===== src/rtl/chca_pkg.sv =====
// Shared types, constants and the microcode table of the canonical Huffman code assigner.
// Depends on nothing; every other file of the block imports it.
`timescale 1ns / 1ps
`default_nettype none

package chca_pkg;

    localparam int NUM_SYMBOLS = 256;
    localparam int MAX_LEN     = 16;
    localparam int IDX_W       = $clog2(NUM_SYMBOLS);
    localparam int SYM_W       = 8;
    localparam int LEN_W       = 5;
    localparam int CNT_W       = 9;
    localparam int CODE_W      = 16;
    localparam int CFG_W       = 9;
    localparam int ACC_W       = IDX_W + MAX_LEN;
    localparam int PC_W        = 3;

    typedef enum logic [0:0] {
        REG_SYMBOL_COUNT = 1'b0,
        REG_LSB_FIRST    = 1'b1
    } cfg_reg_t;

    typedef enum logic [0:0] {
        KIND_LOAD  = 1'b0,
        KIND_QUERY = 1'b1
    } kind_t;

    typedef enum logic [2:0] {
        COND_NONE,
        COND_NO_START,
        COND_NOT_LAST,
        COND_OUT_BUSY,
        COND_ALWAYS
    } cond_t;

    typedef enum logic [PC_W-1:0] {
        STEP_IDLE,
        STEP_READ_SYM,
        STEP_LATCH_LEN,
        STEP_ACCUM,
        STEP_WAIT_OUT,
        STEP_FORM
    } step_t;

    typedef enum logic [0:0] {
        RD_SYM,
        RD_IDX
    } rd_sel_t;

    typedef struct packed {
        logic    in_ready;
        rd_sel_t rd_sel;
        logic    clear_acc;
        logic    latch_len;
        logic    accumulate;
        logic    load_out;
        cond_t   cond;
        step_t   target;
    } ctrl_word_t;

    typedef struct packed {
        logic query_start;
        logic last_entry;
        logic out_busy;
    } dp_status_t;

    function automatic ctrl_word_t microcode(input logic [PC_W-1:0] pc);
        ctrl_word_t w;
        w = '{in_ready: 1'b0, rd_sel: RD_IDX, clear_acc: 1'b0, latch_len: 1'b0,
              accumulate: 1'b0, load_out: 1'b0, cond: COND_ALWAYS, target: STEP_IDLE};
        unique case (pc)
            STEP_IDLE:
            begin
                w.in_ready  = 1'b1;
                w.clear_acc = 1'b1;
                w.cond      = COND_NO_START;
                w.target    = STEP_IDLE;
            end
            STEP_READ_SYM:
            begin
                w.rd_sel = RD_SYM;
                w.cond   = COND_NONE;
            end
            STEP_LATCH_LEN:
            begin
                w.latch_len = 1'b1;
                w.cond      = COND_NONE;
            end
            STEP_ACCUM:
            begin
                w.accumulate = 1'b1;
                w.cond       = COND_NOT_LAST;
                w.target     = STEP_ACCUM;
            end
            STEP_WAIT_OUT:
            begin
                w.cond   = COND_OUT_BUSY;
                w.target = STEP_WAIT_OUT;
            end
            STEP_FORM:
            begin
                w.load_out = 1'b1;
                w.cond     = COND_ALWAYS;
                w.target   = STEP_IDLE;
            end
            default:
            begin
                w.cond   = COND_ALWAYS;
                w.target = STEP_IDLE;
            end
        endcase
        return w;
    endfunction

endpackage

`default_nettype wire


===== src/rtl/chca_len_ram.sv =====
// Code length table: one write port and one registered read port.
// Depends on chca_pkg for the depth and the entry width.
`timescale 1ns / 1ps
`default_nettype none

module chca_len_ram
    import chca_pkg::*;
(
    input  wire logic             clk,
    input  wire logic             wr_en,
    input  wire logic [IDX_W-1:0] wr_addr,
    input  wire logic [LEN_W-1:0] wr_data,
    input  wire logic [IDX_W-1:0] rd_addr,
    output logic      [LEN_W-1:0] rd_data
);

    logic [LEN_W-1:0] mem [NUM_SYMBOLS];

    always_ff @(posedge clk)
    begin
        if (wr_en)
        begin
            mem[wr_addr] <= wr_data;
        end
    end

    always_ff @(posedge clk)
    begin
        rd_data <= mem[rd_addr];
    end

endmodule

`default_nettype wire


===== src/rtl/chca_sequencer.sv =====
// Microcode sequencer: step counter, control word table and conditional jumps.
// Depends on chca_pkg for the control word, the status struct and the table.
`timescale 1ns / 1ps
`default_nettype none

module chca_sequencer
    import chca_pkg::*;
(
    input  wire logic       clk,
    input  wire logic       rst_n,
    input  wire dp_status_t status,
    output ctrl_word_t      ctrl
);

    logic [PC_W-1:0] pc_reg;
    logic [PC_W-1:0] pc_next;
    logic            take_jump;

    assign ctrl = microcode(pc_reg);

    always_comb
    begin
        unique case (ctrl.cond)
            COND_NONE:     take_jump = 1'b0;
            COND_NO_START: take_jump = !status.query_start;
            COND_NOT_LAST: take_jump = !status.last_entry;
            COND_OUT_BUSY: take_jump = status.out_busy;
            COND_ALWAYS:   take_jump = 1'b1;
            default:       take_jump = 1'b1;
        endcase
    end

    always_comb
    begin
        if (take_jump)
        begin
            pc_next = PC_W'(ctrl.target);
        end
        else
        begin
            pc_next = pc_reg + PC_W'(1);
        end
    end

    always_ff @(posedge clk or negedge rst_n)
    begin
        if (!rst_n)
        begin
            pc_reg <= PC_W'(STEP_IDLE);
        end
        else
        begin
            pc_reg <= pc_next;
        end
    end

endmodule

`default_nettype wire


===== src/rtl/chca_datapath.sv =====
// Datapath: configuration registers, table scan accumulators and the result register.
// Depends on chca_pkg; driven by the control word of chca_sequencer.
`timescale 1ns / 1ps
`default_nettype none

module chca_datapath
    import chca_pkg::*;
(
    input  wire logic              clk,
    input  wire logic              rst_n,
    input  wire ctrl_word_t        ctrl,
    output dp_status_t             status,
    input  wire logic              cfg_write,
    input  wire logic [0:0]        cfg_index,
    input  wire logic [CFG_W-1:0]  cfg_data,
    input  wire logic              in_valid,
    input  wire logic              kind,
    input  wire logic [SYM_W-1:0]  symbol,
    input  wire logic [LEN_W-1:0]  length,
    output logic                   wr_en,
    output logic      [IDX_W-1:0]  wr_addr,
    output logic      [LEN_W-1:0]  wr_data,
    output logic      [IDX_W-1:0]  rd_addr,
    input  wire logic [LEN_W-1:0]  rd_data,
    output logic                   out_valid,
    input  wire logic              out_stall,
    output logic      [SYM_W-1:0]  symbol_out,
    output logic      [CODE_W-1:0] code,
    output logic      [LEN_W-1:0]  bits,
    output logic                   oversubscribed
);

    logic [CNT_W-1:0]   count_reg;
    logic               lsb_reg;
    logic [SYM_W-1:0]   sym_reg;
    logic [LEN_W-1:0]   len_reg;
    logic [IDX_W-1:0]   idx_reg;
    logic [IDX_W-1:0]   pidx_reg;
    logic [ACC_W-1:0]   rank_reg;
    logic [ACC_W-1:0]   kraft_reg;
    logic               out_valid_reg;
    logic [SYM_W-1:0]   sym_out_reg;
    logic [CODE_W-1:0]  code_reg;
    logic [LEN_W-1:0]   bits_reg;
    logic               over_reg;

    logic [CNT_W-1:0]   count_eff;
    logic               take;
    logic [LEN_W-1:0]   weight_shift;
    logic [ACC_W-1:0]   weight;
    logic               before_sym;
    logic [ACC_W-1:0]   rank_shifted;
    logic [ACC_W-1:0]   code_mask;
    logic [MAX_LEN-1:0] code_msb;
    logic [MAX_LEN-1:0] code_rev_full;
    logic [MAX_LEN-1:0] code_rev;
    logic [CODE_W-1:0]  code_final;

    assign count_eff = (count_reg > CNT_W'(NUM_SYMBOLS)) ? CNT_W'(NUM_SYMBOLS) : count_reg;
    assign take      = in_valid && ctrl.in_ready;

    assign status.query_start = take && (kind == KIND_QUERY)
                                && ({1'b0, symbol} < count_eff);
    assign status.last_entry  = (pidx_reg == IDX_W'(count_eff - CNT_W'(1)));
    assign status.out_busy    = out_valid_reg && out_stall;

    always_comb
    begin
        wr_en   = take && (kind == KIND_LOAD);
        wr_addr = IDX_W'(symbol);
        if (length == '0)
        begin
            wr_data = LEN_W'(1);
        end
        else if (length > LEN_W'(MAX_LEN))
        begin
            wr_data = LEN_W'(MAX_LEN);
        end
        else
        begin
            wr_data = length;
        end
    end

    assign rd_addr = (ctrl.rd_sel == RD_SYM) ? IDX_W'(sym_reg) : idx_reg;

    // Weights are scaled to the longest allowed length; ranks scale back exactly.
    assign weight_shift = LEN_W'(MAX_LEN) - rd_data;
    assign weight       = ACC_W'(1) << weight_shift;
    assign before_sym   = (rd_data < len_reg)
                          || ((rd_data == len_reg) && (SYM_W'(pidx_reg) < sym_reg));

    assign rank_shifted = rank_reg >> (LEN_W'(MAX_LEN) - len_reg);
    assign code_mask    = (ACC_W'(1) << len_reg) - ACC_W'(1);
    assign code_msb     = MAX_LEN'(rank_shifted & code_mask);

    always_comb
    begin
        for (int i = 0; i < MAX_LEN; i++)
        begin
            code_rev_full[i] = code_msb[MAX_LEN-1-i];
        end
    end

    assign code_rev   = code_rev_full >> (LEN_W'(MAX_LEN) - len_reg);
    assign code_final = lsb_reg ? CODE_W'(code_rev) : CODE_W'(code_msb);

    always_ff @(posedge clk or negedge rst_n)
    begin
        if (!rst_n)
        begin
            count_reg <= CNT_W'(NUM_SYMBOLS);
            lsb_reg   <= 1'b0;
        end
        else if (cfg_write)
        begin
            unique case (cfg_index)
                REG_SYMBOL_COUNT: count_reg <= CNT_W'(cfg_data);
                REG_LSB_FIRST:    lsb_reg   <= cfg_data[0];
            endcase
        end
    end

    always_ff @(posedge clk)
    begin
        if (take)
        begin
            sym_reg <= symbol;
        end
        if (ctrl.latch_len)
        begin
            len_reg <= rd_data;
        end
        if (ctrl.clear_acc)
        begin
            idx_reg   <= '0;
            pidx_reg  <= '0;
            rank_reg  <= '0;
            kraft_reg <= '0;
        end
        else if (ctrl.latch_len || ctrl.accumulate)
        begin
            idx_reg  <= idx_reg + IDX_W'(1);
            pidx_reg <= idx_reg;
        end
        if (ctrl.accumulate)
        begin
            kraft_reg <= kraft_reg + weight;
            if (before_sym)
            begin
                rank_reg <= rank_reg + weight;
            end
        end
        if (ctrl.load_out)
        begin
            sym_out_reg <= sym_reg;
            code_reg    <= code_final;
            bits_reg    <= len_reg;
            over_reg    <= (kraft_reg > (ACC_W'(1) << MAX_LEN));
        end
    end

    always_ff @(posedge clk or negedge rst_n)
    begin
        if (!rst_n)
        begin
            out_valid_reg <= 1'b0;
        end
        else if (ctrl.load_out)
        begin
            out_valid_reg <= 1'b1;
        end
        else if (!out_stall)
        begin
            out_valid_reg <= 1'b0;
        end
    end

    assign out_valid      = out_valid_reg;
    assign symbol_out     = sym_out_reg;
    assign code           = code_reg;
    assign bits           = bits_reg;
    assign oversubscribed = over_reg;

endmodule

`default_nettype wire


===== src/rtl/canonical_huffman_code_assigner_unit.sv =====
// Canonical Huffman code assigner: a microcode sequencer, a datapath and the length table.
// Top level of the block; depends on chca_pkg, chca_sequencer, chca_datapath, chca_len_ram.
//
// Usage: requests arrive on in_valid/in_stall with kind, symbol and length. A load request
// writes one symbol's code length (clamped to 1..16) and gives no result. A query request
// for a symbol below symbol_count gives one result on out_valid/out_stall: the canonical
// code, its length and the oversubscription flag. A query at or above the count is dropped.
// The user must see that configuration is written through cfg_write, cfg_index and cfg_data
// only while the block idles; the block itself does not enforce it. A load leaves the block
// idle and ready for the next request. An accepted query steps through READ_SYM, LATCH_LEN,
// ACCUM, WAIT_OUT and FORM; the length table has one read port, and the sequencer reads
// every entry in use once to add up the rank and the Kraft sum. No further request is taken
// until the query's result is registered.
// Reset clears the step counter, the result valid flag and the configuration registers
// (symbol_count 256, MSB-first order); the table holds no defined value until loaded.
// A stalled result stays in the output register; a new request is still taken meanwhile,
// and a following query waits before its final step until the register is free.
`timescale 1ns / 1ps
`default_nettype none

module canonical_huffman_code_assigner_unit
    import chca_pkg::*;
(
    input  wire logic              clk,
    input  wire logic              rst_n,
    input  wire logic              cfg_write,
    input  wire logic [0:0]        cfg_index,
    input  wire logic [CFG_W-1:0]  cfg_data,
    input  wire logic              in_valid,
    output logic                   in_stall,
    input  wire logic              kind,
    input  wire logic [SYM_W-1:0]  symbol,
    input  wire logic [LEN_W-1:0]  length,
    output logic                   out_valid,
    input  wire logic              out_stall,
    output logic      [SYM_W-1:0]  symbol_out,
    output logic      [CODE_W-1:0] code,
    output logic      [LEN_W-1:0]  bits,
    output logic                   oversubscribed
);

    ctrl_word_t       ctrl;
    dp_status_t       status;
    logic             wr_en;
    logic [IDX_W-1:0] wr_addr;
    logic [LEN_W-1:0] wr_data;
    logic [IDX_W-1:0] rd_addr;
    logic [LEN_W-1:0] rd_data;

    assign in_stall = !ctrl.in_ready;

    chca_sequencer u_seq (
        .clk    (clk),
        .rst_n  (rst_n),
        .status (status),
        .ctrl   (ctrl)
    );

    chca_datapath u_dp (
        .clk            (clk),
        .rst_n          (rst_n),
        .ctrl           (ctrl),
        .status         (status),
        .cfg_write      (cfg_write),
        .cfg_index      (cfg_index),
        .cfg_data       (cfg_data),
        .in_valid       (in_valid),
        .kind           (kind),
        .symbol         (symbol),
        .length         (length),
        .wr_en          (wr_en),
        .wr_addr        (wr_addr),
        .wr_data        (wr_data),
        .rd_addr        (rd_addr),
        .rd_data        (rd_data),
        .out_valid      (out_valid),
        .out_stall      (out_stall),
        .symbol_out     (symbol_out),
        .code           (code),
        .bits           (bits),
        .oversubscribed (oversubscribed)
    );

    chca_len_ram u_ram (
        .clk     (clk),
        .wr_en   (wr_en),
        .wr_addr (wr_addr),
        .wr_data (wr_data),
        .rd_addr (rd_addr),
        .rd_data (rd_data)
    );

endmodule

`default_nettype wire


===== config.mk =====
export PLATFORM = sky130hd
export DESIGN_NAME = canonical_huffman_code_assigner_unit
export DESIGN_NICKNAME = d
export VERILOG_FILES = /design/src/rtl/chca_pkg.sv /design/src/rtl/chca_len_ram.sv /design/src/rtl/chca_sequencer.sv /design/src/rtl/chca_datapath.sv /design/src/rtl/canonical_huffman_code_assigner_unit.sv
export SDC_FILE = /design/constraint.sdc
export NUM_CORES = 2
export LEC_CHECK = 0
export ABC_AREA = 1
export BUFFER_PORTS_ARGS = -buffer_cell sky130_fd_sc_hd__buf_4
export CORE_MARGIN = 4
export CORE_UTILIZATION = 30
export DETAILED_ROUTE_END_ITERATION = 16
export MAX_ROUTING_LAYER = met4
export SYNTH_ARGS = -nofsm -noshare
export SYNTH_HDL_FRONTEND = slang
export SYNTH_HIERARCHICAL = 1
export SYNTH_SLANG_ARGS = --single-unit

===== constraint.sdc =====
create_clock -name clk -period 5.83 [get_ports clk]
set_input_delay 0 -clock clk [delete_from_list [all_inputs] [get_ports clk]]
set_output_delay 0 -clock clk [all_outputs]
set_load 0.02 [all_outputs]

# Yosys cells after proc, flatten, opt, wreduce, memory -nomap -nowiden
# Memory sizes are Yosys's and may differ from the RTL's. A register that Yosys moved wholly into a read port is not among the register bits.
# Cells that the tools add are included.
[totals]
register_bits = 121
mem_count = 1
ram_bits = 1280
elab_cells = 87
latch_bits = 0
output_inout_bits = 32
mem_bits_ro = 0
[memory_table]
columns = ["name", "words", "word_bits", "rd", "rd_clocked_by_memory_dff", "write_ports", "line_no", "source"]
rows = [
  ["u_ram.mem", 256, 5, 1, 1, 1, "chca_len_ram.sv:17", "logic [LEN_W-1:0] mem [NUM_SYMBOLS];"],
]
[op_classes]
shift = 4
mux = 22
div = 0
bitwise = 3
order_cmp = 6
eq_ne = 11
multipliers = 0
reduce_logical = 18
n_addsub = 8
[op_table]
columns = ["cell", "n"]
rows = [
  ["24-bit two-way mux", 5],
  ["24-bit adder", 2],
  ["24-bit by 17-bit > comparator with 1-bit output (second input constant)", 1],
  ["1-bit by 5-bit left shift with 24-bit output (first input constant)", 1],
  ["24-bit by 5-bit >> shifter with 16-bit output", 1],
  ["16-bit bitwise AND", 1],
  ["16-bit two-way mux", 1],
  ["1-bit by 5-bit left shift with 16-bit output (first input constant)", 1],
  ["16-bit by 5-bit >> shifter with 16-bit output", 1],
  ["16-bit by 2-bit subtractor with 16-bit output (second input constant)", 1],
  ["3-bit by 2-bit equality test with 1-bit output (second input constant)", 4],
  ["3-bit case mux with 4 select lines", 1],
  ["5-bit two-way mux", 2],
  ["5-bit subtractor (first input constant)", 2],
  ["9-bit > comparator (second input constant)", 1],
  ["8-bit by 9-bit less-than comparator with 1-bit output", 1],
  ["9-bit two-way mux", 1],
  ["8-bit by 1-bit adder with 8-bit output (second input constant)", 1],
  ["8-bit equality test", 1],
  ["8-bit less-than comparator", 1],
  ["1-bit two-way mux", 8],
  ["8-bit two-way mux", 1],
  ["8-bit by 1-bit subtractor with 8-bit output (second input constant)", 1],
  ["3-bit by 1-bit equality test with 1-bit output (second input constant)", 2],
  ["18 further kinds", 30],
]

# Depth between registers and ports, before layout
[depth]
depth_word = 8
ltp_mapped = 26
mapped_depth_nobuf = 26

# Cells and area by module
# Netlist, hierarchy kept.
[modules_own_cells]
columns = ["mod", "area_each_um2", "cells_each", "instances"]
rows = [
  ["chca_len_ram", 52718.1, 4552, 1],
  ["chca_datapath", 10548.9, 1580, 1],
  ["chca_sequencer", 357.8, 46, 1],
  ["canonical_huffman_code_assigner_unit", 3.8, 1, 1],
]

# Worst setup path before layout
# OpenSTA, ideal clock, no wires.
[synth_timing]
kind = "input-to-reg"
from = "in length[2]"
to = "mem u_ram.mem[0][0], data pin"
path_stages = 3
t_arrival_ns = 6.977
setup_ns = 1.582
path_slack_ns = -2.729
required_ns = 4.248
cell_sequence = "inv_1 nand4_1 a21oi_1"
[synth_via]
elab_chain_cells = 3
elab_cells_between_ends = 4
cone_classes = "order compare: 1; mux: 2; reduce/logical: 1"
[synth_rtl]
columns = ["element", "line_no", "source"]
rows = [
  ["start: declaration", "canonical_huffman_code_assigner_unit.sv:33", "input wire logic [LEN_W-1:0] length,"],
  ["5-bit > comparator", "chca_datapath.sv:75", "else if (length > LEN_W'(MAX_LEN))"],
  ["5-bit two-way mux", "chca_datapath.sv:75", ""],
  ["5-bit two-way mux *", "chca_datapath.sv:71", "if (length == '0)"],
  ["named net wr_data[0]", "canonical_huffman_code_assigner_unit.sv:46", "logic [LEN_W-1:0] wr_data;"],
  ["end: declaration", "chca_len_ram.sv:17", ""],
]
# The timed path passes the listed nets; every way through them passes the cells marked *.

# Final worst setup path
[layout_timing]
from = "reg u_seq.pc_reg[1]"
to = "reg u_ram.rd_data[2] (read register of u_ram.mem)"
[layout_via]
elab_chain_cells = 2
[layout_rtl]
columns = ["element", "line_no", "source"]
rows = [
  ["start: declaration", "chca_sequencer.sv:15", "logic [PC_W-1:0] pc_reg;"],
  ["start signal: assignment", "chca_sequencer.sv:49", "pc_reg <= PC_W'(STEP_IDLE);"],
  ["start signal: assignment", "chca_sequencer.sv:53", "pc_reg <= pc_next;"],
  ["3-bit by 1-bit equality test with 1-bit output", "chca_pkg.sv:72", "unique case (pc)"],
  ["8-bit two-way mux", "chca_datapath.sv:85", "assign rd_addr = (ctrl.rd_sel == RD_SYM) ? IDX_W'(sym_reg) : idx_reg;"],
  ["named net rd_addr[0]", "canonical_huffman_code_assigner_unit.sv:47", "logic [IDX_W-1:0] rd_addr;"],
  ["end: declaration", "chca_len_ram.sv:14", "output logic [LEN_W-1:0] rd_data"],
]
# The timed path passes the listed nets, and every way through them passes these cells.
# A chain may end at the register's enable or synchronous reset.

==> metrics.txt <==
fin cells=9078; Vias=45800; Critical Path Start Type=flip-flop; Root Buffer=clkbuf_16; die height=468 um; maxcap violations=0; Final ANT Viol Nets=0; Synth warnings=6; cts repair resizes=0; DRT Wirelength=177000 um; power density cells=430 nW/um2; crit path DAT=5.50 ns; Routability Congestion=0.903; clk_lat worst skew=0.79 ns; fin crit period=4.86 ns; Post-CTS Hold Buffers=57; Post-Route Setup TNS=0 ns; antenna violations before repair=1; chip width=468 um; nets=6261; Max FO, Critical Path=126; syn nets=6284; leakage=26.0 nW; # IOs=61; Worst-path clk slew=0.06 ns; n_diodes=0; required time of the worst setup path=6.47 ns; Worst Skew=0.0267 ns; max reg flops=1280; port bufs=60; Worst-Margin Slew=1.30 ns; clock sink total=1406; CTS H-Tree Depth=4; CTS tree=done; largest net degree at the start of global routing=196; Mapped Avg Cell Area=10.3 um2; Final Hold Violating Endpoints=0; vias in the first global route=44000; PnR Total Power=31.0 mW; total global routing overflow=0; HP Class=input pin to flip-flop; unrepaired setup endpoints after global routing=no; Rel. slew slack=13.3%; HPWL after DPL=105000 um; Gate Count Post-Synth=6177; # DRC=0; number of setup violations in the final report=0; routed len/inst=19.5 um; detail-routed via count per cell=5.05; die area=219000 um2; share of cells above drive strength 1=7.19%; first-pass GRT wire length=268000 um; area growth from synthesis to layout=13.3%; Core ar.=210000 um2; R2R setup slack=0.97 ns; Starting Density=30.3%; GRT Total Usage=16.2%; Slew Viols, Final=0; Setup crit end kind=flip-flop; run status=complete, no violations; Tcrit/Tclk final=83.4%; 1st-pass router iterations=6; fmax=206 MHz; Setup CP Type=flip-flop to flip-flop; peak supply drop=410 uV; post-synthesis cell area=63600 um2; initial drt markers=4869; buffer count from post-CTS setup fixing=0; placed cell count=8750; TritonCTS Buffers=150; Rows=168; CTS Buffer Depth=3
==> per-layer routing <==
layer	GRT usage, %	up-vias	part of all wire [%]
met1	21.8	22200	44
met4	4.94	0	2.8
li1	-	21500	-
met3	2.41	281	7.6
met5	-	-	0
met2	25.3	1888	46
==> stage by stage <==
step,util (%),instance area (um2),setup slack (ns),hold WS [ns]
6_report,34.3,72100,0.967,0.0535
5_1_grt,34.3,72100,0.635,0.0417
4_1_cts,34.3,72100,0.981,0.00352
3_5_place_dp,31.7,66600,1.01,-0.134
3_3_place_gp,31.7,66600,1.10,-0.138
2_1_floorplan,-,63600,0.523,-0.296
==> worst paths after layout <==
| path | end | from | cells after the start |
|---|---|---|---|
| setup reg to reg | u_ram/rd_data[2]$_DFF_P_ | u_seq/pc_reg[1]$_DFF_PN0_ | 16 |
| min in group asynchronous | u_dp/count_reg[0]$_DFFE_PN0P_ | rst_n | 3 |
| hold reg to reg | u_dp/symbol_out[4]$_DFFE_PP_ | u_dp/sym_reg[4]$_DFFE_PP_ | 0 |
| hold / removal | u_dp/sym_reg[3]$_DFFE_PP_ | symbol[3] | 2 |
| max in group asynchronous | u_seq/pc_reg[0]$_DFF_PN0_ | rst_n | 3 |
| setup / recovery | u_ram/rd_data[2]$_DFF_P_ | u_seq/pc_reg[1]$_DFF_PN0_ | 16 |
==> layout by cell type, fill, tap and decap left out, types with 10 or more instances in the layout <==
| master | n |
|---|---|
| o21a_1 | 11 |
| inv_1 | 178 |
| clkbuf_1 | 21 |
| xor2_1 | 15 |
| dfrtp_1 | 13 |
| edfxtp_1 | 1347 |
| nor2_1 | 419 |
| nor2_2 | 11 |
| ha_1 | 76 |
| nand2_2 | 14 |
| nand3_2 | 10 |
| buf_4 | 112 |
| dlygate4sd3_1 | 57 |
| clkinv_2 | 36 |
| nand4_1 | 30 |
| clkinv_1 | 28 |
| a21oi_1 | 82 |
| inv_2 | 12 |
| bufinv_16 | 13 |
| nor3_1 | 15 |
| nand3_1 | 1477 |
| buf_12 | 18 |
| clkbuf_16 | 153 |
| nand2_1 | 1873 |
| dfxtp_1 | 45 |
| o21ai_1 | 17 |
| o21ai_0 | 63 |
==> worst max-delay path, stage by stage, from the launching register on <==
cell and delay [ns]:
dfrtp_1 0.39, inv_1 0.11, ha_1 0.20, nand2_1 0.49, o21ai_4 1.01, inv_8 0.49
buf_12 0.38, nand2_1 0.14, nand3_1 0.07, nand3_1 0.16, nand3_1 0.13, nand3_1 0.19
nand2_1 0.08, nand2_1 0.09, nand3_1 0.16, nand3_1 0.33, nand2_1 0.10
==> final cells by class <==
cell class,count,area (um2)
clock buffer,175,3920
multi-input combinational,4210,19400
fill,21000,138000
timing repair buffer,188,1790
sequential,1406,41700
clock inverter,96,980
tap,2805,3510
inverter,198,764
==> power by group <==
group / switching, mW / internal (mW) / leakage, nW
combinational: 7.25 / 2.72 / 10.8
sequential: 0.213 / 11.3 / 12.8
clock: 4.04 / 5.44 / 2.39
Note: power is estimated with default switching activity, not from simulation.
